[config.mk]
export PLATFORM = sky130hd
export DESIGN_NAME = floppy_controller_registers_unit
export DESIGN_NICKNAME = d
export VERILOG_FILES = /design/src/sv/fdc_regs_pkg.sv /design/src/sv/floppy_controller_registers_unit.sv
export SDC_FILE = /design/constraint.sdc
export NUM_CORES = 1
export LEC_CHECK = 0
export BUFFER_PORTS_ARGS = -buffer_cell sky130_fd_sc_hd__buf_2
export CORE_UTILIZATION = 55
export DETAILED_ROUTE_END_ITERATION = 10
export PLACE_DENSITY = 0.88
export SYNTH_ARGS = -nofsm -noshare
export SYNTH_HDL_FRONTEND = slang
export SYNTH_SLANG_ARGS = --single-unit
[constraint.sdc]
create_clock -name clk_i -period 2.2 [get_ports clk_i]
set_input_delay 0.11 -clock clk_i [delete_from_list [all_inputs] [get_ports clk_i]]
set_output_delay 0.11 -clock clk_i [all_outputs]
set_load 0.005 [all_outputs]
[src/sv/fdc_regs_pkg.sv]
`default_nettype none

package fdc_regs_pkg;

  typedef enum logic [1:0] {
    REQ_CRU_RD = 2'd0,
    REQ_CRU_WR = 2'd1,
    REQ_MEM_RD = 2'd2,
    REQ_MEM_WR = 2'd3
  } req_type_e;

  typedef enum logic [2:0] {
    CMD_RESTORE  = 3'd0,
    CMD_STEP     = 3'd1,
    CMD_STEP_IN  = 3'd2,
    CMD_STEP_OUT = 3'd3
  } cmd_e;

  typedef enum logic [1:0] {
    WR_COMMAND = 2'd0,
    WR_TRACK   = 2'd1,
    WR_SECTOR  = 2'd2,
    WR_DATA    = 2'd3
  } wr_sel_e;

  typedef enum logic [2:0] {
    CRU_ROM    = 3'd0,
    CRU_DRV0   = 3'd1,
    CRU_DRV1   = 3'd2,
    CRU_DRV2   = 3'd3,
    CRU_SEL0   = 3'd4,
    CRU_SEL1   = 3'd5,
    CRU_SEL2   = 3'd6,
    CRU_SIDE   = 3'd7
  } cru_bit_e;

  localparam logic [15:0] WinCmd    = 16'h5FF8;
  localparam logic [15:0] WinStatus = 16'h5FF0;
  localparam logic [15:0] WinTrack  = 16'h5FF2;
  localparam logic [15:0] WinSector = 16'h5FF4;
  localparam logic [15:0] WinData   = 16'h5FF6;
  localparam logic [7:0]  StBase    = 8'h20;
  localparam logic [7:0]  StTrk0    = 8'h04;
  localparam logic [7:0]  TrackMax  = 8'hFF;
  localparam logic [7:0]  ReadHigh  = 8'hFF;
  localparam int unsigned CmdUpdBit = 4;

  typedef struct packed {
    logic [1:0]  req_type;
    logic [15:0] address;
    logic [7:0]  wdata;
  } req_t;

  typedef struct packed {
    logic [7:0] rdata;
    logic       rom_mapped;
    logic [1:0] drive_now;
    logic       side_now;
  } res_t;

endpackage

`default_nettype wire

[src/sv/floppy_controller_registers_unit.sv]
// An accepted transaction is captured in the input register (item_q, valid_q), and its
// result is then registered in res_q and driven on res_o together with res_valid_o.
// Throughput: one transaction per cycle; busy is never raised.
// The input register and the result register bound the single pass of logic.
// Reset clears all controller registers and the valid flags; the receiver cannot stall.
`default_nettype none

module floppy_controller_registers_unit (
  input  wire                  clk_i,
  input  wire                  rst_ni,
  input  wire                  start,
  output logic                 busy,
  input  fdc_regs_pkg::req_t   req_i,
  output logic                 res_valid_o,
  output fdc_regs_pkg::res_t   res_o
);

  logic               valid_q;
  fdc_regs_pkg::req_t item_q;
  logic               res_valid_q;
  fdc_regs_pkg::res_t res_q;

  logic [7:0] track_q, track_d;
  logic [7:0] sector_q, sector_d;
  logic [7:0] data_q, data_d;
  logic       dir_q, dir_d;
  logic [1:0] drive_q, drive_d;
  logic       side_q, side_d;
  logic       rom_q, rom_d;
  logic [7:0] rdata;

  logic [7:0] track_up;
  logic [7:0] track_dn;
  logic [2:0] cru_bit;
  logic [15:0] even_addr;
  logic       upd;

  assign busy = 1'b0;

  assign track_up  = (track_q != fdc_regs_pkg::TrackMax) ? track_q + 8'd1 : track_q;
  assign track_dn  = (track_q != 8'd0) ? track_q - 8'd1 : track_q;
  assign cru_bit   = item_q.address[2:0];
  assign even_addr = {item_q.address[15:1], 1'b0};
  assign upd       = item_q.wdata[fdc_regs_pkg::CmdUpdBit];

  always_comb begin
    track_d  = track_q;
    sector_d = sector_q;
    data_d   = data_q;
    dir_d    = dir_q;
    drive_d  = drive_q;
    side_d   = side_q;
    rom_d    = rom_q;
    rdata    = 8'd0;
    if (valid_q) begin
      case (fdc_regs_pkg::req_type_e'(item_q.req_type))
        fdc_regs_pkg::REQ_CRU_RD: begin
          case (fdc_regs_pkg::cru_bit_e'(cru_bit))
            fdc_regs_pkg::CRU_DRV0: rdata = {7'd0, drive_q == 2'd0};
            fdc_regs_pkg::CRU_DRV1: rdata = {7'd0, drive_q == 2'd1};
            fdc_regs_pkg::CRU_DRV2: rdata = {7'd0, drive_q == 2'd2};
            fdc_regs_pkg::CRU_SEL2: rdata = 8'd1;
            fdc_regs_pkg::CRU_SIDE: rdata = {7'd0, side_q};
            default:                rdata = 8'd0;
          endcase
        end
        fdc_regs_pkg::REQ_CRU_WR: begin
          case (fdc_regs_pkg::cru_bit_e'(cru_bit))
            fdc_regs_pkg::CRU_ROM:  rom_d   = |item_q.wdata;
            fdc_regs_pkg::CRU_SEL0: drive_d = 2'd0;
            fdc_regs_pkg::CRU_SEL1: drive_d = 2'd1;
            fdc_regs_pkg::CRU_SEL2: drive_d = 2'd2;
            fdc_regs_pkg::CRU_SIDE: side_d  = |item_q.wdata;
            default: ;
          endcase
        end
        fdc_regs_pkg::REQ_MEM_RD: begin
          if (item_q.address >= fdc_regs_pkg::WinCmd) begin
            rdata = fdc_regs_pkg::ReadHigh;
          end else begin
            case (even_addr)
              fdc_regs_pkg::WinStatus: rdata = ~(fdc_regs_pkg::StBase |
                                         ((track_q == 8'd0) ? fdc_regs_pkg::StTrk0 : 8'd0));
              fdc_regs_pkg::WinTrack:  rdata = track_q;
              fdc_regs_pkg::WinSector: rdata = sector_q;
              fdc_regs_pkg::WinData:   rdata = data_q;
              default:                 rdata = 8'd0;
            endcase
          end
        end
        default: begin
          if (item_q.address[15:3] == fdc_regs_pkg::WinCmd[15:3]) begin
            case (fdc_regs_pkg::wr_sel_e'(item_q.address[2:1]))
              fdc_regs_pkg::WR_COMMAND: begin
                case (item_q.wdata[7:5])
                  fdc_regs_pkg::CMD_RESTORE: track_d = upd ? data_q : 8'd0;
                  fdc_regs_pkg::CMD_STEP: begin
                    if (upd) begin
                      track_d = dir_q ? track_up : track_dn;
                    end
                  end
                  fdc_regs_pkg::CMD_STEP_IN: begin
                    dir_d = 1'b1;
                    if (upd) begin
                      track_d = track_up;
                    end
                  end
                  fdc_regs_pkg::CMD_STEP_OUT: begin
                    dir_d = 1'b0;
                    if (upd) begin
                      track_d = track_dn;
                    end
                  end
                  default: ;
                endcase
              end
              fdc_regs_pkg::WR_TRACK:  track_d  = item_q.wdata;
              fdc_regs_pkg::WR_SECTOR: sector_d = item_q.wdata;
              default:                 data_d   = item_q.wdata;
            endcase
          end
        end
      endcase
    end
  end

  always_ff @(posedge clk_i or negedge rst_ni) begin
    if (!rst_ni) begin
      valid_q     <= 1'b0;
      res_valid_q <= 1'b0;
      track_q     <= 8'd0;
      sector_q    <= 8'd0;
      data_q      <= 8'd0;
      dir_q       <= 1'b0;
      drive_q     <= 2'd0;
      side_q      <= 1'b0;
      rom_q       <= 1'b0;
    end else begin
      valid_q     <= start && !busy;
      res_valid_q <= valid_q;
      track_q     <= track_d;
      sector_q    <= sector_d;
      data_q      <= data_d;
      dir_q       <= dir_d;
      drive_q     <= drive_d;
      side_q      <= side_d;
      rom_q       <= rom_d;
    end
  end

  always_ff @(posedge clk_i) begin
    if (start && !busy) begin
      item_q <= req_i;
    end
    if (valid_q) begin
      res_q.rdata      <= rdata;
      res_q.rom_mapped <= rom_d;
      res_q.drive_now  <= drive_d;
      res_q.side_now   <= side_d;
    end
  end

  assign res_valid_o = res_valid_q;
  assign res_o       = res_q;

`ifndef NO_ASSERTIONS
  a_accept_to_result: assert property (@(posedge clk_i) disable iff (!rst_ni)
    (start && !busy) |=> ##1 res_valid_o)
    else $error("Accepted transaction produced no result.");

  a_drive_range: assert property (@(posedge clk_i) disable iff (!rst_ni)
    res_valid_o |-> (res_o.drive_now != 2'd3))
    else $error("Result reports an unused drive code.");

  a_track_write_only: assert property (@(posedge clk_i) disable iff (!rst_ni)
    !$stable(track_q) |-> $past(valid_q &&
      item_q.req_type == fdc_regs_pkg::REQ_MEM_WR))
    else $error("Track register changed without a memory write.");

  a_no_spurious_result: assert property (@(posedge clk_i) disable iff (!rst_ni)
    res_valid_o |-> $past(valid_q))
    else $error("Result strobe without a pending transaction.");
`endif

endmodule

`default_nettype wire

==> results_dict.tcl, run 1 <==
set metrics [dict create \
    utilization 0.724 \
    antenna_left 0 \
    status "completed" \
    synth_top_area_share 0.333 \
    cp_slowest_stage_delay_ns 0.44 \
    viasPerCell 6.18 \
    preCtsSetupSlack_ns 0.151 \
    critPathCaptureType "flop" \
    syn-cell-area_mm2 0.00342 \
    postCtsSetupBuffers 0 \
    grt_max_degree 32 \
    avgRoutedWirePerCell_um 19.5 \
    yosys.area.top_type "edfxtp_1" \
    cap_violations 0 \
    drt_iter0_drc 273 \
    pin_count 43 \
    critPathBufInv 1 \
    tightestPinTransition_ns 0.753 \
    cts_tree "yes" \
    die_h_um 80.9 \
    min_to "valid_q$_DFF_PN0_" \
    met3_length_um 522 \
    fin_nets 414 \
    dr_wl_met2_mm 4.85 \
    ys.flop_type "edfxtp_1" \
    clock.fmax_mhz 471 \
    port_buffers 41 \
    r2r-start "even_addr[15]$_DFFE_PP_" \
    top_layer "met4" \
    p_per_area_mw_per_mm2 672 \
    n_antenna_cell 0 \
    p_sw_w 0.000747 \
    routed_wl_mm 9.00 \
    dp.cells 419 \
    synthToLayoutAreaGrowth_pct 26.0 \
    finalSetupTns_ns 0 \
    rsz0062_at_grt "false" \
    crit_family "simple AND/OR/NAND/NOR gates" \
    clock_path_buffers 2 \
    ys_seq_area_frac 0.560 \
    hold_viol_final 0 \
    fin_crit_sh 0.966 \
    cts_made_buffers 9 \
    grt_usage 0.303 \
    hold_start "start" \
    die_area_mm2 0.00654 \
    core_mm2 0.00596 \
    worst_setup_path_start_kind "flop" \
    fp.dieW_um 80.9 \
    power_leakage_nw 1.81 \
    yosys_warnings 0 \
    h-tree-depth 3 \
    ys_ff_latch 69 \
    clock_latency_ns 0.35 \
    crit_required_ns 2.42 \
    cts.sinks 69 \
    clkTransAtPathRegs_ns 0.08 \
    swShare 0.258 \
    clockPowerShare 0.357 \
    drc 0 \
    intPower_w 0.00215 \
    clock-skew-final_ns 0.0112 \
    synth.area.top_cells "edfxtp_1 33%, dfrtp_1 23%, mux2_1 5.3%" \
    finalSetupViolations 0 \
    place_congestion 0.894 \
    start_util 0.575 \
    hold_depth 1 \
    syn-num-nets 324 \
    finalNonFillerCells 462 \
    slew_headroom 0.498 \
    reg2reg_to "data_q[3]$_DFFE_PN0P_" \
    worst-r2r-cell-count 5 \
    arrival_ns 2.35 \
    synth-async-reset-ratio 0.449 \
    first_global_vias 2807 \
    worst_path_max_delay_cell "edfxtp_1" \
    critPathKind "flop to flop" \
    rows 28 \
    synth_edf_count 38 \
    synth_cell_types 63 \
    place_hpwl_mm 5.56 \
    grt_pass1_wl_mm 14.1 \
    avgSynthCellArea_um2 11.7 \
    vias 2853 \
    fin_ws_ns 0.0759 \
    firstDrtPassIters 4 \
    layout_min_cycle_time_ns 2.12 \
    path_cells "nand4b_1 > nor4_2 > buf_4 > nand3_2 > mux2_1" \
    min_path_type "primary input to flop" \
    rrSetupSlack_ns 0.08 \
    p_total_w 0.00290 \
    power_frac_seq 0.532 \
    p_comb_frac 0.111 \
    grt_overflow_total 0 \
    maxSlewViolCount 0 \
    ir_drop_mv 0.703 \
    wl_met1_mm 3.44 \
    synthCells 292 \
    layout-drive-gt1-share 0.251 \
    cts_root_buf "clkbuf_8" \
    cp_max_fo 9 \
    grt_antenna_before_repair 0 \
]
==> placed cells by master, fill, tap and decap left out, types with 4 or more instances in the layout <==
cell	instances
dfrtp_1	31
o21ai_0	8
nand3_1	6
inv_1	5
nor2_1	24
clkbuf_8	9
a22o_1	4
buf_2	41
mux2i_1	9
a211oi_1	4
edfxtp_1	38
nand2b_1	5
nor3_1	6
nand2_1	25
a21oi_1	20
o21ai_1	5
a31oi_1	4
buf_4	24
dlygate4sd3_1	27
mux2_1	16
==> kinds of logic (layout without fill, tap and decap cells) <==
family,count (synthesis),after routing,share of synthesized area
buffers and inverters,19,114,0.0245
DFF,69,69,0.560
other,1,1,0.00110
xor gates and xnor gates,2,2,0.00512
AOI/OAI and AO/OA,73,73,0.146
and+or+nand+nor,97,97,0.160
adders and majority gates,3,3,0.0110
muxes,28,28,0.0921
==> Yosys cell counts (2+ instances only) <==
| master | number |
|---|---|
| nand3_2 | 2 |
| nor2b_1 | 3 |
| mux2_2 | 2 |
| a21oi_1 | 20 |
| nor3_1 | 6 |
| nand3_1 | 6 |
| nand2b_1 | 5 |
| nor4_1 | 2 |
| o21bai_1 | 2 |
| or4_1 | 2 |
| nand4b_1 | 3 |
| a21o_1 | 2 |
| edfxtp_1 | 38 |
| o221ai_1 | 3 |
| nor2_1 | 24 |
| nor4_2 | 2 |
| o21ai_0 | 8 |
| xor2_1 | 2 |
| a211oi_1 | 4 |
| nand4_1 | 3 |
| ha_1 | 3 |
| a31oi_1 | 4 |
| inv_1 | 5 |
| nand2b_2 | 2 |
| and3_1 | 3 |
| o21ai_1 | 5 |
| buf_2 | 7 |
| o31ai_1 | 2 |
| o211ai_1 | 2 |
| nor4b_1 | 2 |
| clkbuf_1 | 5 |
| mux2i_1 | 9 |
| mux2_1 | 16 |
| nand2_1 | 25 |
| dfrtp_1 | 31 |
| a211o_1 | 2 |
| a22o_1 | 4 |
==> metal layers <==
layer  up-vias  GRT usage
met5         -          0
met4         0      0.120
met3        22     0.0629
met2       136      0.529
met1      1402      0.368
li1       1293          -
==> power by group through the flow <==
stage / Clock [W] / Sequential [W] / Combinational (W)
detailed placement: 0 / 0.00156 / 0.000274
global placement: 0 / 0.00156 / 0.000264
finish: 0.00103 / 0.00154 / 0.000321
floorplan: 0 / 0.00155 / 0.000138
CTS: 0.00102 / 0.00154 / 0.000312
global route: 0.00110 / 0.00155 / 0.000350
==> sequential cells by signal, summed over array words and instances (netlist names) <==
| name | cells |
|---|---|
| item_q | 10 |
| track_q | 8 |
| side_q | 1 |
| drive_q | 2 |
| cru_bit | 3 |
| dir_q | 1 |
| valid_q | 1 |
| data_q | 8 |
| rom_q | 1 |
| even_addr | 13 |
| sector_q | 8 |
| res_valid_o | 1 |
| res_o | 12 |
==> final cells by class <==
cell class / instances / area, um2
Clock buffer: 9 / 124
Multi-Input combinational cell: 204 / 1430
Inverter: 6 / 22.5
Fill cell: 411 / 1640
Sequential cell: 69 / 1920
Tap cell: 75 / 93.8
Timing Repair Buffer: 92 / 656
Clock inverter: 7 / 73.8
==> worst max path at each step <==
stage,end,slack (ns),cells after the start,start
global route,sector_q[1]$_DFFE_PN0P_,0.03,5,even_addr[15]$_DFFE_PP_
CTS,res_o[6]$_DFFE_PP_,0.14,7,track_q[1]$_DFFE_PN0P_
global placement,res_o[0]$_DFFE_PP_,0.23,3,item_q[3]$_DFFE_PP_
floorplan,res_o[6]$_DFFE_PP_,0.23,7,track_q[0]$_DFFE_PN0P_
detailed placement,res_o[6]$_DFFE_PP_,0.15,7,track_q[1]$_DFFE_PN0P_
finish,data_q[3]$_DFFE_PN0P_,0.08,5,even_addr[15]$_DFFE_PP_
==> stage by stage <==
step | area, um2 | hold slack, ns
detailed placement | 3840 | 0.221
finish | 4310 | 0.172
global placement | 3840 | 0.212
CTS | 4310 | 0.172
global route | 4310 | 0.181
floorplan | 3420 | -0.186
==> repair_timing <==
action,CTS,global route
setup endpoints to repair,0,1
hold buffers,27,0
endpoints found under the hold margin,57,0
resized for setup,0,1
No activity file was read; power rests on OpenSTA's default activity.
==> inputs of run 2 (changes only) <==
--- a/config.mk
+++ b/config.mk
@@ -8,6 +8,7 @@
 export BUFFER_PORTS_ARGS = -buffer_cell sky130_fd_sc_hd__buf_2
 export CORE_UTILIZATION = 55
 export DETAILED_ROUTE_END_ITERATION = 10
+export GPL_TIMING_DRIVEN = 0
 export PLACE_DENSITY = 0.88
 export SYNTH_ARGS = -nofsm -noshare
 export SYNTH_HDL_FRONTEND = slang
==> results_dict.tcl, run 2 (same netlist as run 1, synthesis figures left out) <==
set metrics [dict create \
    fin_nets 405 \
    slew_headroom 0.519 \
    clock_latency_ns 0.35 \
    maxSlewViolCount 0 \
    cts_made_buffers 9 \
    clock_path_buffers 2 \
    cts_tree "yes" \
    min_path_type "primary input to flop" \
    layout-drive-gt1-share 0.233 \
    n_antenna_cell 0 \
    fp.dieW_um 80.9 \
    antenna_left 0 \
    grt_pass1_wl_mm 13.1 \
    worst_path_max_delay_cell "dfrtp_2" \
    fin_ws_ns 0.0703 \
    clock.fmax_mhz 470 \
    grt_antenna_before_repair 0 \
    r2r-start "valid_q$_DFF_PN0_" \
    routed_wl_mm 8.46 \
    cp_slowest_stage_delay_ns 0.60 \
    vias 2825 \
    path_cells "nand4_1 > nor4_4 > nand2_1 > a211o_1 > a22o_1" \
    avgRoutedWirePerCell_um 18.7 \
    rows 28 \
    critPathLaunch "valid_q$_DFF_PN0_" \
    grt_usage 0.280 \
    ir_drop_mv 0.642 \
    finalSetupViolations 0 \
    status "completed" \
    hold_viol_final 0 \
    port_buffers 41 \
    layout_commonest_cell "buf_2" \
    most-common-layout-cells "48 x buf_2, 38 x edfxtp_1, 28 x dfrtp_1, 27 x dlygate4sd3_1" \
    cts_root_buf "clkbuf_8" \
    first_global_vias 2701 \
    synthToLayoutAreaGrowth_pct 25.3 \
    arrival_ns 2.37 \
    final_area_mm2 0.00429 \
    grt_max_degree 32 \
    preCtsSetupSlack_ns -0.0695 \
    p_per_area_mw_per_mm2 725 \
    h-tree-depth 3 \
    firstDrtPassIters 6 \
    start_util 0.575 \
    cts.sinks 69 \
    grt_overflow_total 0 \
    drt_iter0_drc 369 \
    crit_required_ns 2.44 \
    critPathKind "flop to flop" \
    pin_count 43 \
    rsz0062_at_grt "true" \
    largest_register_ffs 13 \
    hold_start "start" \
    viasPerCell 6.24 \
    clock-skew-final_ns 0.0141 \
    place_hpwl_mm 5.15 \
    cap_violations 0 \
    whs_ns 0.173 \
    place_area_mm2 0.00372 \
    critPathCaptureType "flop" \
    layout_min_cycle_time_ns 2.13 \
    tightestPinTransition_ns 0.722 \
    cp_max_fo 16 \
    drc 0 \
    die_h_um 80.9 \
    fin_crit_sh 0.968 \
    worst_setup_path_start_kind "flop" \
    power_leakage_nw 1.80 \
    core_mm2 0.00596 \
    die_area_mm2 0.00654 \
    clkTransAtPathRegs_ns 0.08 \
    place_congestion 0.915 \
]
[run 2: changes by cell type in the layout (fill, tap and decap cells not counted), sizes merged]
cell,previous run,this run
bufinv,1,3
inv,7,6
clkinv,2,3
clkbuf,9,15
buf,65,51
clkinvlp,3,0
[run 2: power by group]
group / internal, W / switching, W / leakage [nW]
clock network: 0.000756 / 0.000510 / 0.120
logic: 0.000139 / 0.000160 / 0.889
registers: 0.00147 / 0.0000720 / 0.786
[run 2: critical path, delay by kind of cell, from the launching register on]
kind             cells  cell delay, ns
AND/OR/NAND/NOR      3            0.91
flip-flops           1            0.60
AO/OA/AOI/OAI        2            0.48
[run 2: final timing paths]
check | depth (start not counted) | slack (ns) | endpoint
max | 5 | 0.07 | track_q[3]$_DFFE_PN0P_
min in group asynchronous | 2 | 0.35 | data_q[1]$_DFFE_PN0P_
max in group asynchronous | 2 | 1.35 | track_q[0]$_DFFE_PN0P_
max reg2reg | 5 | 0.07 | track_q[3]$_DFFE_PN0P_
min | 1 | 0.17 | valid_q$_DFF_PN0_
min reg2reg | 1 | 0.50 | sector_q[4]$_DFFE_PN0P_
[run 2: metal layers]
layer / vias up / GRT usage / share of wire
li1: 1271 / - / -
met1: 1351 / 0.335 / 0.40
met2: 161 / 0.461 / 0.49
met3: 42 / 0.0708 / 0.068
met4: 0 / 0.154 / 0.047
met5: - / 0 / 0
[run 2: metrics by stage]
step / power [W] / std cells / setup TNS, ns / util
after floorplan: 0.00169 / 292 / 0 / -
after global placement: 0.00180 / 408 / -0.00734 / 0.625
after detailed placement: 0.00181 / 408 / -0.294 / 0.625
after CTS: 0.00308 / 451 / 0 / 0.712
after global routing: 0.00321 / 453 / 0 / 0.720
final: 0.00311 / 453 / 0 / 0.720
[run 2: what timing repair did]
item                                    4_1_cts  5_1_grt
buffers inserted                              0        2
resized for setup                             2        7
endpoints found under the setup margin        8       11
hold buffers                                 27        0
hold endpoints to repair                     57        0
[run 2: final cells by class]
type / count / area [um2]
buffer: 13 / 61.3
clock buffer: 10 / 128
timing repair buffer: 70 / 490
multi-input combinational: 204 / 1460
sequential: 69 / 1920
tap: 75 / 93.8
inverter: 6 / 22.5
clock inverter: 6 / 113
fill: 392 / 1670
==> inputs of run 3 (changes only) <==
--- a/config.mk
+++ b/config.mk
@@ -10,6 +10,7 @@
 export DETAILED_ROUTE_END_ITERATION = 10
 export GPL_TIMING_DRIVEN = 0
 export PLACE_DENSITY = 0.88
+export RECOVER_POWER = 25
 export SYNTH_ARGS = -nofsm -noshare
 export SYNTH_HDL_FRONTEND = slang
 export SYNTH_SLANG_ARGS = --single-unit
==> results_dict.tcl, run 3 (same netlist as run 1, synthesis figures left out) <==
set metrics [dict create \
    critPathLaunch "even_addr[15]$_DFFE_PP_" \
    die_h_um 80.9 \
    cap_violations 0 \
    ir_drop_mv 0.635 \
    p_per_area_mw_per_mm2 725 \
    grt_pass1_wl_mm 13.1 \
    slew_headroom 0.0817 \
    drc 0 \
    cts.sinks 69 \
    grt_antenna_before_repair 0 \
    antenna_left 0 \
    grt_overflow_total 0 \
    arrival_ns 2.36 \
    core_mm2 0.00596 \
    rrSetupSlack_ns 0.08 \
    cts_tree "yes" \
    largest_register_ffs 13 \
    finalSetupViolations 0 \
    dp.cells 408 \
    rsz0062_at_grt "true" \
    r2r-start "even_addr[15]$_DFFE_PP_" \
    clkTransAtPathRegs_ns 0.08 \
    start_util 0.575 \
    status "completed" \
    pin_count 43 \
    hold_viol_final 0 \
    clock-skew-final_ns 0.0127 \
    cts_root_buf "clkbuf_8" \
    routed_wl_mm 8.43 \
    fill_cells 394 \
    cts_made_buffers 9 \
    cp_max_fo 4 \
    h-tree-depth 3 \
    first_global_vias 2701 \
    avgRoutedWirePerCell_um 18.6 \
    clock.fmax_mhz 471 \
    layout_commonest_cell "buf_2" \
    critPathCaptureType "flop" \
    drt_iter0_drc 369 \
    firstDrtPassIters 5 \
    fin_crit_sh 0.964 \
    fp.dieW_um 80.9 \
    clock_path_buffers 2 \
    worst_setup_path_start_kind "flop" \
    most-common-layout-cells "46 x buf_2, 38 x edfxtp_1, 28 x dfrtp_1, 27 x dlygate4sd3_1" \
    rows 28 \
    clock_latency_ns 0.35 \
    die_area_mm2 0.00654 \
    crit_required_ns 2.44 \
    p_total_w 0.00311 \
    layout-drive-gt1-share 0.228 \
    place_congestion 0.915 \
    grt_max_degree 32 \
    fin_nets 405 \
    min_path_type "primary input to asynchronous set/reset pin" \
    critPathKind "flop to flop" \
    port_buffers 41 \
    layout_min_cycle_time_ns 2.12 \
    maxSlewViolCount 0 \
    viasPerCell 6.24 \
    vias 2827 \
    n_antenna_cell 0 \
    synthToLayoutAreaGrowth_pct 25.2 \
    finalNonFillerCells 453 \
    grt_usage 0.280 \
    tightestPinTransition_ns 1.38 \
    power_leakage_nw 1.79 \
    place_hpwl_mm 5.15 \
]
run 3: metrics by stage:
| step | cell area, um2 | util | TNS, ns | setup slack [ns] | hold slack, ns |
|---|---|---|---|---|---|
| finish | 4290 | 0.720 | 0 | 0.0787 | 0.346 |
| global route | 4290 | 0.720 | 0 | 0.00316 | 0.414 |
| CTS | 4240 | 0.712 | 0 | 0.0340 | 0.157 |
| detailed placement | 3720 | 0.625 | -0.294 | -0.0695 | 0.208 |
| global placement | 3720 | 0.625 | -0.00734 | -0.00734 | 0.197 |
| floorplan | 3420 | - | 0 | 0.227 | -0.186 |
run 3: critical path, stage by stage, from the launching register on:
cell      delay, ns
edfxtp_1       0.41
nand4b_1       0.42
nor4_4         0.50
nand2_1        0.20
a211o_1        0.26
a22o_1         0.24
run 3: final timing paths:
kind,to,cells after the start
min in group clk_i,even_addr[14]$_DFFE_PP_,2
hold / removal,data_q[1]$_DFFE_PN0P_,2
max in group asynchronous,valid_q$_DFF_PN0_,2
setup reg to reg,track_q[3]$_DFFE_PN0P_,5
hold reg to reg,sector_q[4]$_DFFE_PN0P_,1
setup / recovery,track_q[3]$_DFFE_PN0P_,5
run 3: layout make-up:
| cell class | count | area (um2) | area share |
|---|---|---|---|
| buffer | 13 | 61.3 | 0.0143 |
| clock buffer | 10 | 128 | 0.0298 |
| clock inverter | 6 | 113 | 0.0263 |
| inverter | 6 | 22.5 | 0.00526 |
| multi-input combinational | 204 | 1460 | 0.340 |
| sequential | 69 | 1920 | 0.448 |
| tap | 75 | 93.8 | 0.0219 |
| timing repair buffer | 70 | 488 | 0.114 |
run 3: layer usage:
metal	vias up	track usage	wire length (um)
li1	1269	-	-
met5	-	0	0
met4	0	0.154	389
met3	40	0.0708	670
met1	1338	0.335	3220
met2	180	0.461	4150
run 3: power by group:
group	internal, W	total, W	leakage [nW]	switching (W)
registers	0.00147	0.00155	0.786	0.0000724
clock network	0.000755	0.00126	0.120	0.000505
logic	0.000139	0.000299	0.884	0.000160
run 3: what timing repair did:
item	in CTS	in global routing
hold buffers	27	0
setup buffers	0	2
setup endpoints to repair	8	11
endpoints found under the hold margin	57	0
cloned	0	0
gates resized for setup	2	7
